## config.mk

```make
export PLATFORM = sky130hd
export DESIGN_NAME = scancode_to_ascii_fifo_core
export DESIGN_NICKNAME = d
export VERILOG_FILES = /design/src/rtl/s2a_pkg.sv /design/src/rtl/s2a_ram.sv /design/src/rtl/s2a_front.sv /design/src/rtl/s2a_cmdq.sv /design/src/rtl/s2a_back.sv /design/src/rtl/scancode_to_ascii_fifo_core.sv
export SDC_FILE = /design/constraint.sdc
export NUM_CORES = 2
export LEC_CHECK = 0
export BUFFER_PORTS_ARGS = -buffer_cell sky130_fd_sc_hd__buf_4
export CORE_MARGIN = 3
export CORE_UTILIZATION = 47
export CTS_CLUSTER_SIZE = 40
export DETAILED_ROUTE_END_ITERATION = 6
export SYNTH_ARGS = -nofsm -noshare
export SYNTH_HDL_FRONTEND = slang
export SYNTH_HIERARCHICAL = 1
export SYNTH_SLANG_ARGS = --single-unit
```

## constraint.sdc

```tcl
create_clock -name clk_i -period 3.2 [get_ports clk_i]
set_clock_uncertainty 0.15 [all_clocks]
set_input_delay 0.32 -clock clk_i [delete_from_list [all_inputs] [get_ports clk_i]]
set_output_delay 0.32 -clock clk_i [all_outputs]
set_load 0.005 [all_outputs]
```

## src/rtl/s2a_pkg.sv

```systemverilog
package s2a_pkg;

  // Character store geometry
  localparam int unsigned FifoDepth = 256;
  localparam int unsigned PtrW      = $clog2(FifoDepth);
  localparam int unsigned LvlW      = $clog2(FifoDepth + 1);

  // Field widths
  localparam int unsigned CharW  = 7;
  localparam int unsigned ScanW  = 8;
  localparam int unsigned LevelW = 9;

  // Command queue between decoder and character store
  localparam int unsigned CmdqDepth = 2;
  localparam int unsigned CmdqIdxW  = $clog2(CmdqDepth);
  localparam int unsigned CmdqCntW  = $clog2(CmdqDepth + 1);

  // Opcodes
  localparam logic OP_SCAN = 1'b0;
  localparam logic OP_POP  = 1'b1;

  // Make codes with special handling
  localparam logic [6:0] KEY_ESC    = 7'h01;
  localparam logic [6:0] KEY_BKSP   = 7'h0E;
  localparam logic [6:0] KEY_TAB    = 7'h0F;
  localparam logic [6:0] KEY_ENTER  = 7'h1C;
  localparam logic [6:0] KEY_CTRL   = 7'h1D;
  localparam logic [6:0] KEY_LSHIFT = 7'h2A;
  localparam logic [6:0] KEY_RSHIFT = 7'h36;
  localparam logic [6:0] KEY_ALT    = 7'h38;
  localparam logic [6:0] KEY_SPACE  = 7'h39;
  localparam logic [6:0] KEY_CAPS   = 7'h3A;

  // Fixed character codes
  localparam logic [CharW-1:0] CH_LF  = 7'h0A;
  localparam logic [CharW-1:0] CH_BS  = 7'h08;
  localparam logic [CharW-1:0] CH_SP  = 7'h20;
  localparam logic [CharW-1:0] CH_TAB = 7'h09;
  localparam logic [CharW-1:0] CH_ESC = 7'h1B;
  localparam logic [CharW-1:0] CaseDelta = 7'h20;

  localparam logic [CharW-1:0] BaseMap [64] = '{
    7'h00, 7'h00, 7'h31, 7'h32, 7'h33, 7'h34, 7'h35, 7'h36,
    7'h37, 7'h38, 7'h39, 7'h30, 7'h2D, 7'h3D, 7'h00, 7'h09,
    7'h71, 7'h77, 7'h65, 7'h72, 7'h74, 7'h79, 7'h75, 7'h69,
    7'h6F, 7'h70, 7'h5B, 7'h5D, 7'h00, 7'h00, 7'h61, 7'h73,
    7'h64, 7'h66, 7'h67, 7'h68, 7'h6A, 7'h6B, 7'h6C, 7'h3B,
    7'h27, 7'h60, 7'h00, 7'h5C, 7'h7A, 7'h78, 7'h63, 7'h76,
    7'h62, 7'h6E, 7'h6D, 7'h2C, 7'h2E, 7'h2F, 7'h00, 7'h00,
    7'h00, 7'h20, 7'h00, 7'h00, 7'h00, 7'h00, 7'h00, 7'h00
  };

  localparam logic [CharW-1:0] UpperMap [64] = '{
    7'h00, 7'h00, 7'h21, 7'h40, 7'h23, 7'h24, 7'h25, 7'h5E,
    7'h26, 7'h2A, 7'h28, 7'h29, 7'h5F, 7'h2B, 7'h00, 7'h00,
    7'h51, 7'h57, 7'h45, 7'h52, 7'h54, 7'h59, 7'h55, 7'h49,
    7'h4F, 7'h50, 7'h7B, 7'h7D, 7'h00, 7'h00, 7'h41, 7'h53,
    7'h44, 7'h46, 7'h47, 7'h48, 7'h4A, 7'h4B, 7'h4C, 7'h3A,
    7'h22, 7'h7E, 7'h00, 7'h7C, 7'h5A, 7'h58, 7'h43, 7'h56,
    7'h42, 7'h4E, 7'h4D, 7'h3C, 7'h3E, 7'h3F, 7'h00, 7'h00,
    7'h00, 7'h20, 7'h00, 7'h00, 7'h00, 7'h00, 7'h00, 7'h00
  };

  typedef enum logic [1:0] {
    CMD_NOP,
    CMD_PUSH,
    CMD_POP
  } cmd_kind_e;

  typedef struct packed {
    cmd_kind_e        kind;
    logic [CharW-1:0] ch;
  } cmd_t;

  typedef struct packed {
    logic             opcode;
    logic [ScanW-1:0] scan_byte;
  } in_item_t;

  typedef struct packed {
    logic [CharW-1:0]  char_out;
    logic              char_valid;
    logic [LevelW-1:0] fifo_level;
  } out_item_t;

  // Translate a make code to a character, 0 when the key has none
  function automatic logic [CharW-1:0] key_to_char(logic [6:0] code, logic shifted,
                                                   logic caps);
    logic [CharW-1:0] b;
    logic [CharW-1:0] u;
    logic [CharW-1:0] r;
    b = BaseMap[code[5:0]];
    u = UpperMap[code[5:0]];
    r = b;
    case (code)
      KEY_ENTER: r = CH_LF;
      KEY_BKSP:  r = CH_BS;
      KEY_SPACE: r = CH_SP;
      KEY_TAB:   r = CH_TAB;
      KEY_ESC:   r = CH_ESC;
      default: begin
        if (code[6]) begin
          r = '0;
        end else if (b inside {[7'h61:7'h7A]}) begin
          r = (shifted != caps) ? (b - CaseDelta) : b;
        end else if (shifted && (u != '0)) begin
          r = u;
        end
      end
    endcase
    return r;
  endfunction

endpackage

```

## src/rtl/s2a_ram.sv

```systemverilog
module s2a_ram #(
  parameter int unsigned Width = 8,
  parameter int unsigned Depth = 256
) (
  input  logic                     clk_i,
  input  logic                     we_i,
  input  logic [$clog2(Depth)-1:0] waddr_i,
  input  logic [Width-1:0]         wdata_i,
  input  logic                     re_i,
  input  logic [$clog2(Depth)-1:0] raddr_i,
  output logic [Width-1:0]         rdata_o
);

  logic [Width-1:0] mem_q [Depth];
  logic [Width-1:0] rdata_q;

  // Write port and registered read port
  always_ff @(posedge clk_i) begin
    if (we_i) begin
      mem_q[waddr_i] <= wdata_i;
    end
    if (re_i) begin
      rdata_q <= mem_q[raddr_i];
    end
  end

  assign rdata_o = rdata_q;

endmodule

```

## src/rtl/s2a_front.sv

```systemverilog
module s2a_front (
  input  logic              clk_i,
  input  logic              rst_ni,
  input  logic              in_valid_i,
  output logic              in_stall_o,
  input  s2a_pkg::in_item_t in_item_i,
  input  logic              q_full_i,
  output logic              q_push_o,
  output s2a_pkg::cmd_t     q_cmd_o
);
  import s2a_pkg::*;

  logic       lshift_q, lshift_d;
  logic       rshift_q, rshift_d;
  logic       caps_q, caps_d;
  logic       press;
  logic [6:0] code;
  logic [CharW-1:0] mapped;
  logic       accept;

  assign accept     = in_valid_i && !q_full_i;
  assign in_stall_o = q_full_i;
  assign q_push_o   = accept;

  assign press  = !in_item_i.scan_byte[7];
  assign code   = in_item_i.scan_byte[6:0];
  assign mapped = key_to_char(code, lshift_q || rshift_q, caps_q);

  // Classify the item and update modifier state
  always_comb begin
    lshift_d     = lshift_q;
    rshift_d     = rshift_q;
    caps_d       = caps_q;
    q_cmd_o.kind = CMD_NOP;
    q_cmd_o.ch   = '0;
    if (in_item_i.opcode == OP_POP) begin
      q_cmd_o.kind = CMD_POP;
    end else begin
      case (code)
        KEY_LSHIFT: lshift_d = press;
        KEY_RSHIFT: rshift_d = press;
        KEY_CAPS: begin
          if (press) begin
            caps_d = !caps_q;
          end
        end
        KEY_CTRL, KEY_ALT: begin
        end
        default: begin
          if (press && (mapped != '0)) begin
            q_cmd_o.kind = CMD_PUSH;
            q_cmd_o.ch   = mapped;
          end
        end
      endcase
    end
  end

  // Commit modifier state on each transfer
  always_ff @(posedge clk_i or negedge rst_ni) begin
    if (!rst_ni) begin
      lshift_q <= 1'b0;
      rshift_q <= 1'b0;
      caps_q   <= 1'b0;
    end else if (accept) begin
      lshift_q <= lshift_d;
      rshift_q <= rshift_d;
      caps_q   <= caps_d;
    end
  end

endmodule

```

## src/rtl/s2a_cmdq.sv

```systemverilog
module s2a_cmdq (
  input  logic          clk_i,
  input  logic          rst_ni,
  input  logic          push_i,
  input  s2a_pkg::cmd_t cmd_i,
  output logic          full_o,
  output logic          valid_o,
  input  logic          pop_i,
  output s2a_pkg::cmd_t cmd_o
);
  import s2a_pkg::*;

  cmd_t                slot_q [CmdqDepth];
  logic [CmdqIdxW-1:0] wr_idx_q, wr_idx_d;
  logic [CmdqIdxW-1:0] rd_idx_q, rd_idx_d;
  logic [CmdqCntW-1:0] cnt_q, cnt_d;
  logic                do_push;
  logic                do_pop;

  assign full_o  = (cnt_q == CmdqCntW'(CmdqDepth));
  assign valid_o = (cnt_q != '0);
  assign cmd_o   = slot_q[rd_idx_q];
  assign do_push = push_i && !full_o;
  assign do_pop  = pop_i && valid_o;

  // Advance indices and count
  always_comb begin
    wr_idx_d = wr_idx_q;
    rd_idx_d = rd_idx_q;
    cnt_d    = cnt_q;
    if (do_push) begin
      wr_idx_d = (wr_idx_q == CmdqIdxW'(CmdqDepth - 1)) ? '0 : wr_idx_q + 1'b1;
    end
    if (do_pop) begin
      rd_idx_d = (rd_idx_q == CmdqIdxW'(CmdqDepth - 1)) ? '0 : rd_idx_q + 1'b1;
    end
    if (do_push && !do_pop) begin
      cnt_d = cnt_q + 1'b1;
    end else if (do_pop && !do_push) begin
      cnt_d = cnt_q - 1'b1;
    end
  end

  always_ff @(posedge clk_i or negedge rst_ni) begin
    if (!rst_ni) begin
      wr_idx_q <= '0;
      rd_idx_q <= '0;
      cnt_q    <= '0;
    end else begin
      wr_idx_q <= wr_idx_d;
      rd_idx_q <= rd_idx_d;
      cnt_q    <= cnt_d;
    end
  end

  // Store commands
  always_ff @(posedge clk_i) begin
    if (do_push) begin
      slot_q[wr_idx_q] <= cmd_i;
    end
  end

endmodule

```

## src/rtl/s2a_back.sv

```systemverilog
module s2a_back (
  input  logic               clk_i,
  input  logic               rst_ni,
  input  logic               q_valid_i,
  input  s2a_pkg::cmd_t      q_cmd_i,
  output logic               q_pop_o,
  output logic               out_valid_o,
  input  logic               out_stall_i,
  output s2a_pkg::out_item_t out_item_o
);
  import s2a_pkg::*;

  logic [PtrW-1:0]  wr_ptr_q, wr_ptr_d;
  logic [PtrW-1:0]  rd_ptr_q, rd_ptr_d;
  logic [LvlW-1:0]  level_q, level_d;
  logic             out_valid_q, out_valid_d;
  logic             cvalid_q, cvalid_d;
  logic [LvlW-1:0]  out_level_q;
  logic             adv;
  logic             take;
  logic             ram_we;
  logic             ram_re;
  logic [CharW-1:0] ram_rdata;

  // Take a command when the output register is free or being drained
  assign adv     = !out_valid_q || !out_stall_i;
  assign take    = adv && q_valid_i;
  assign q_pop_o = take;

  // Update pointers and level
  always_comb begin
    wr_ptr_d = wr_ptr_q;
    rd_ptr_d = rd_ptr_q;
    level_d  = level_q;
    ram_we   = 1'b0;
    ram_re   = 1'b0;
    cvalid_d = 1'b0;
    if (take) begin
      case (q_cmd_i.kind)
        CMD_PUSH: begin
          ram_we   = 1'b1;
          wr_ptr_d = (wr_ptr_q == PtrW'(FifoDepth - 1)) ? '0 : wr_ptr_q + 1'b1;
          if (level_q == LvlW'(FifoDepth)) begin
            // drop the oldest character
            rd_ptr_d = (rd_ptr_q == PtrW'(FifoDepth - 1)) ? '0 : rd_ptr_q + 1'b1;
          end else begin
            level_d = level_q + 1'b1;
          end
        end
        CMD_POP: begin
          if (level_q != '0) begin
            ram_re   = 1'b1;
            cvalid_d = 1'b1;
            rd_ptr_d = (rd_ptr_q == PtrW'(FifoDepth - 1)) ? '0 : rd_ptr_q + 1'b1;
            level_d  = level_q - 1'b1;
          end
        end
        default: begin
        end
      endcase
    end
  end

  assign out_valid_d = take || (out_valid_q && out_stall_i);

  always_ff @(posedge clk_i or negedge rst_ni) begin
    if (!rst_ni) begin
      wr_ptr_q    <= '0;
      rd_ptr_q    <= '0;
      level_q     <= '0;
      out_valid_q <= 1'b0;
    end else begin
      wr_ptr_q    <= wr_ptr_d;
      rd_ptr_q    <= rd_ptr_d;
      level_q     <= level_d;
      out_valid_q <= out_valid_d;
    end
  end

  // Load the result register on each taken command
  always_ff @(posedge clk_i) begin
    if (take) begin
      cvalid_q    <= cvalid_d;
      out_level_q <= level_d;
    end
  end

  s2a_ram #(
    .Width(CharW),
    .Depth(FifoDepth)
  ) u_ram (
    .clk_i  (clk_i),
    .we_i   (ram_we),
    .waddr_i(wr_ptr_q),
    .wdata_i(q_cmd_i.ch),
    .re_i   (ram_re),
    .raddr_i(rd_ptr_q),
    .rdata_o(ram_rdata)
  );

  assign out_valid_o           = out_valid_q;
  assign out_item_o.char_out   = cvalid_q ? ram_rdata : '0;
  assign out_item_o.char_valid = cvalid_q;
  assign out_item_o.fifo_level = LevelW'(out_level_q);

endmodule

```

## src/rtl/scancode_to_ascii_fifo_core.sv

```systemverilog
// Channel   Direction  Handshake                Payload
// in        input      in_valid_i / in_stall_o  in_item_i  (opcode, scan_byte)
// out       output     out_valid_o / out_stall_i out_item_o (char_out, char_valid, fifo_level)
//
// One item per cycle sustained while the output is not stalled; each item gives one result.
// Each item passes through the decoder-to-store command queue and the registered read of
// the character RAM, whose read register drives char_out, gated by the pop's valid flag.
// The two-entry command queue absorbs a stalled output while the decoder keeps taking items until it fills.
// Reset clears modifier state, pointers and level; the character RAM is not cleared.
module scancode_to_ascii_fifo_core (
  input  logic               clk_i,
  input  logic               rst_ni,
  input  logic               in_valid_i,
  output logic               in_stall_o,
  input  s2a_pkg::in_item_t  in_item_i,
  output logic               out_valid_o,
  input  logic               out_stall_i,
  output s2a_pkg::out_item_t out_item_o
);
  import s2a_pkg::*;

  logic q_full;
  logic q_push;
  cmd_t q_cmd_in;
  logic q_valid;
  logic q_pop;
  cmd_t q_cmd_out;

  // Decode scancodes and track modifiers
  s2a_front u_front (
    .clk_i     (clk_i),
    .rst_ni    (rst_ni),
    .in_valid_i(in_valid_i),
    .in_stall_o(in_stall_o),
    .in_item_i (in_item_i),
    .q_full_i  (q_full),
    .q_push_o  (q_push),
    .q_cmd_o   (q_cmd_in)
  );

  // Buffer commands between decoder and store
  s2a_cmdq u_cmdq (
    .clk_i  (clk_i),
    .rst_ni (rst_ni),
    .push_i (q_push),
    .cmd_i  (q_cmd_in),
    .full_o (q_full),
    .valid_o(q_valid),
    .pop_i  (q_pop),
    .cmd_o  (q_cmd_out)
  );

  // Execute pushes and pops on the character store
  s2a_back u_back (
    .clk_i      (clk_i),
    .rst_ni     (rst_ni),
    .q_valid_i  (q_valid),
    .q_cmd_i    (q_cmd_out),
    .q_pop_o    (q_pop),
    .out_valid_o(out_valid_o),
    .out_stall_i(out_stall_i),
    .out_item_o (out_item_o)
  );

endmodule

```

==> results.toml <==
[yosys]
syn_avg_cell_area_um2 = 19.3
async_flop_share_pct = 1.77
synth_top_area_cell = "edfxtp_1"
yosysTopAreaCellShare_pct = 73.1
synth_seq_cells = 1860
synth_area_leaders = "edfxtp_1 73%, mux4_2 11%, mux2i_1 2.2%"
yosys_warnings = 6
seq_area_frac_synth_pct = 74.2
synthFlopType = "edfxtp_1"
ys_types = 101
syn_nets = 3916
synthesis.area_mm2 = 0.0751
syn-instance-count = 3883
synth-edff-count = 1827

[cts]
clkLatencyLatePin_ns = 0.82
h-tree-depth = 4
clock_path_buffers = 3
cts_buffers = 186
clock_sinks = 1860
cts-root-buf = "clkbuf_16"
clk_pin_slew_ns = 0.06
tritoncts = "done"

[layout]
n_antenna_cell = 0
fin_util_pct = 55.9
layout-drive-gt1-share_pct = 32.0
area_growth_pct = 18.1
final_area_mm2 = 0.0887
layout.nets = 4468
nFillCells = 12100
instances_no_fill = 6661

[global_routing]
antenna_found_initial = 0
grt.met1_usage_pct = 33.3
grt_use_total_pct = 22.8
grt_pass1_vias = 39800
overflow = 0
use_met3_pct = 3.69
met2_usage_pct = 36.0
grt_pass1_wl_um = 274000
top_usage_layer = "met2"
grt_max_degree = 96

[route]
via_per_inst = 5.94
drt.antenna.violating_nets = 0
first_pass_iters = 6
drtIter0Drc = 4082
vias = 39600
wl_um = 186000
routedWlPerCell_um = 27.9
drc = 0

[die]
initial_core_util_pct = 47.4
die_h_um = 406
core-area_mm2 = 0.159
rows = 146
pin_count = 32
die_x_um = 406
die_area_mm2 = 0.165

[critical_path]
rrSetupSlack_ns = 0.05
endpoint_kind = "flop"
cp_max_fo = 23
worstPathArrival_ns = 3.56
cp-start-kind = "flop"
crit_required_ns = 3.61
critPathKind = "reg2reg"

[placed_design]
place_inst = 6292
pre_cts_ws_ns = -0.458
place_hpwl_um = 121000
place_congestion = 0.891
io_buffers = 31
placed_area_mm2 = 0.0821

[power_and_ir_drop]
p_leak_nw = 28.8
worst_ir_drop_vdd_uv = 583
powerDensity_mw_per_mm2 = 852

[worst_hold_path]
hp-class = "in2reg"

[sta]
rsz0062_at_grt = "true"
fmaxAchievable_mhz = 317
max_slew_margin_pct = 44.1
hold_viol = 0
setup_violations = 0
worst_pin_slew_ns = 0.836
slew_viol_final = 0
fin_crit_ns = 3.15
period_share_pct = 98.6
setup_slack_ns = 0.0462

[flow_run]
drv_cap = 0

[outcome]
status = "finished clean"
-- worst max-delay path, stage by stage, from the launching register on --
cell,delay [ns]
dfrtp_4,0.52
buf_12,0.17
buf_16,0.18
buf_12,0.23
mux4_2,0.55
a22oi_1,0.30
a21oi_1,0.28
nor4_2,0.38
nor4_2,0.09
-- placed cells by master (no fill, tap or decap), drive strengths merged, types with 8 or more instances in the layout --
cell type,Yosys,final
mux4,391,391
nor3,46,46
and2,17,17
ha,20,20
nor2,328,328
a2111oi,16,16
nand3,57,57
and3,10,10
mux2i,167,167
nor2b,31,31
nand2b,29,29
clkbuf,97,230
dlygate4sd3,0,8
a21oi,68,68
nand2,107,107
a221oi,22,22
o22ai,75,75
o221ai,12,12
o21ai,51,51
a22o,19,19
dfrtp,33,33
buf,138,589
a211oi,10,10
nand4,18,18
bufinv,0,15
nor3b,14,14
clkinvlp,0,9
nor4,39,39
xnor2,14,14
o211a,8,8
mux2,18,18
inv,27,37
o2111ai,16,16
a21o,10,10
a22oi,66,66
edfxtp,1827,1827
clkinv,0,80
-- report_power, final --
group | total, mW | leakage [nW] | switching [mW] | internal (mW)
Sequential | 30.8 | 16.9 | 0.526 | 30.3
Combinational | 23.6 | 8.99 | 13.9 | 9.77
Clock | 21.2 | 2.89 | 9.07 | 12.1
Total | 75.6 | 28.8 | 23.5 | 52.1
-- final timing paths --
check | depth (start not counted) | startpoint | endpoint
setup / recovery | 8 | u_back/rd_ptr_q[0] | u_back/u_ram/rdata_o[2]
min in group asynchronous | 4 | rst_ni | u_front/lshift_q
max in group asynchronous | 4 | rst_ni | u_back/rd_ptr_q[2]
hold / removal | 4 | in_item_i[5] | u_front/rshift_q
hold reg to reg | 1 | u_cmdq/cnt_q[1] | u_cmdq/cnt_q[1]
setup reg to reg | 8 | u_back/rd_ptr_q[0] | u_back/u_ram/rdata_o[2]
-- layout make-up --
type / instances / area, µm² / area share, %
multi-input cells: 1761 / 19000 / 21.4
well taps: 2072 / 2590 / 2.92
repair buffers: 599 / 5350 / 6.03
inverters: 27 / 119 / 0.134
clock inverters: 114 / 1050 / 1.18
clock buffers: 228 / 4900 / 5.52
flip-flops and latches: 1860 / 55700 / 62.8
-- routing by layer --
metal	share of wire [%]	vias to the layer above
li1	-	17100
met1	43	20900
met2	48	1353
met3	6.7	239
met4	2.2	0
met5	0	-
-- synth_stat cells (15+ instances only) --
cell,number
nor2b_1,31
o21ai_0,39
buf_2,57
a221oi_1,21
edfxtp_1,1827
nor4_1,37
o22ai_1,69
buf_4,26
nor3_1,46
buf_6,26
and2_1,15
ha_1,20
nand4_1,18
mux4_2,381
nand2b_1,28
dfrtp_1,33
nor2_1,326
nand3_1,57
a22o_1,19
a21oi_1,68
a22oi_1,66
inv_1,25
clkbuf_1,95
o2111ai_1,15
mux2_2,17
mux2i_1,167
nand2_1,105
-- what timing repair did --
item | 4_1_cts | 5_1_grt
endpoints found under the hold margin | 44 | 0
resized for setup | 20 | 48
gates cloned | 0 | 2
setup endpoints to repair | 7 | 7
hold buffers | 9 | 0
pin swaps | 2 | 3
buffers inserted | 1 | 15
-- kinds of logic (layout without fill, tap and decap cells) --
group | count (synthesis) | in the layout | synth area share [%]
flip-flops | 1860 | 1860 | 74.2
XOR/XNOR | 17 | 17 | 0.198
buffers and inverters | 262 | 968 | 2.25
AO/OA/AOI/OAI | 428 | 428 | 4.24
AND/OR/NAND/NOR | 720 | 720 | 4.54
adder cells (fa/ha/maj) | 20 | 20 | 0.333
multiplexers | 576 | 576 | 14.3
-- flip-flops by register name, indices dropped and copies added (netlist names), 2 cells and up --
register	flops
u_back/level_q	9
u_back/out_level_q	9
u_back/rd_ptr_q	8
u_back/u_ram/mem_q	1792
u_back/u_ram/rdata_o	7
u_back/wr_ptr_q	8
u_cmdq/cnt_q	2
u_cmdq/slot_q	18
-- stage by stage --
step	setup TNS, ns	hold WS (ns)	total power, mW
final	0	0.0771	75.6
after global placement	-4.54	0.169	54.2
after global routing	-0.0305	0.0631	78.6
after detailed placement	-4.86	0.172	54.4
after CTS	0	0.0124	75.6
after floorplan	-1.82	-0.126	45.6
Power figures use the tool's default switching activity.
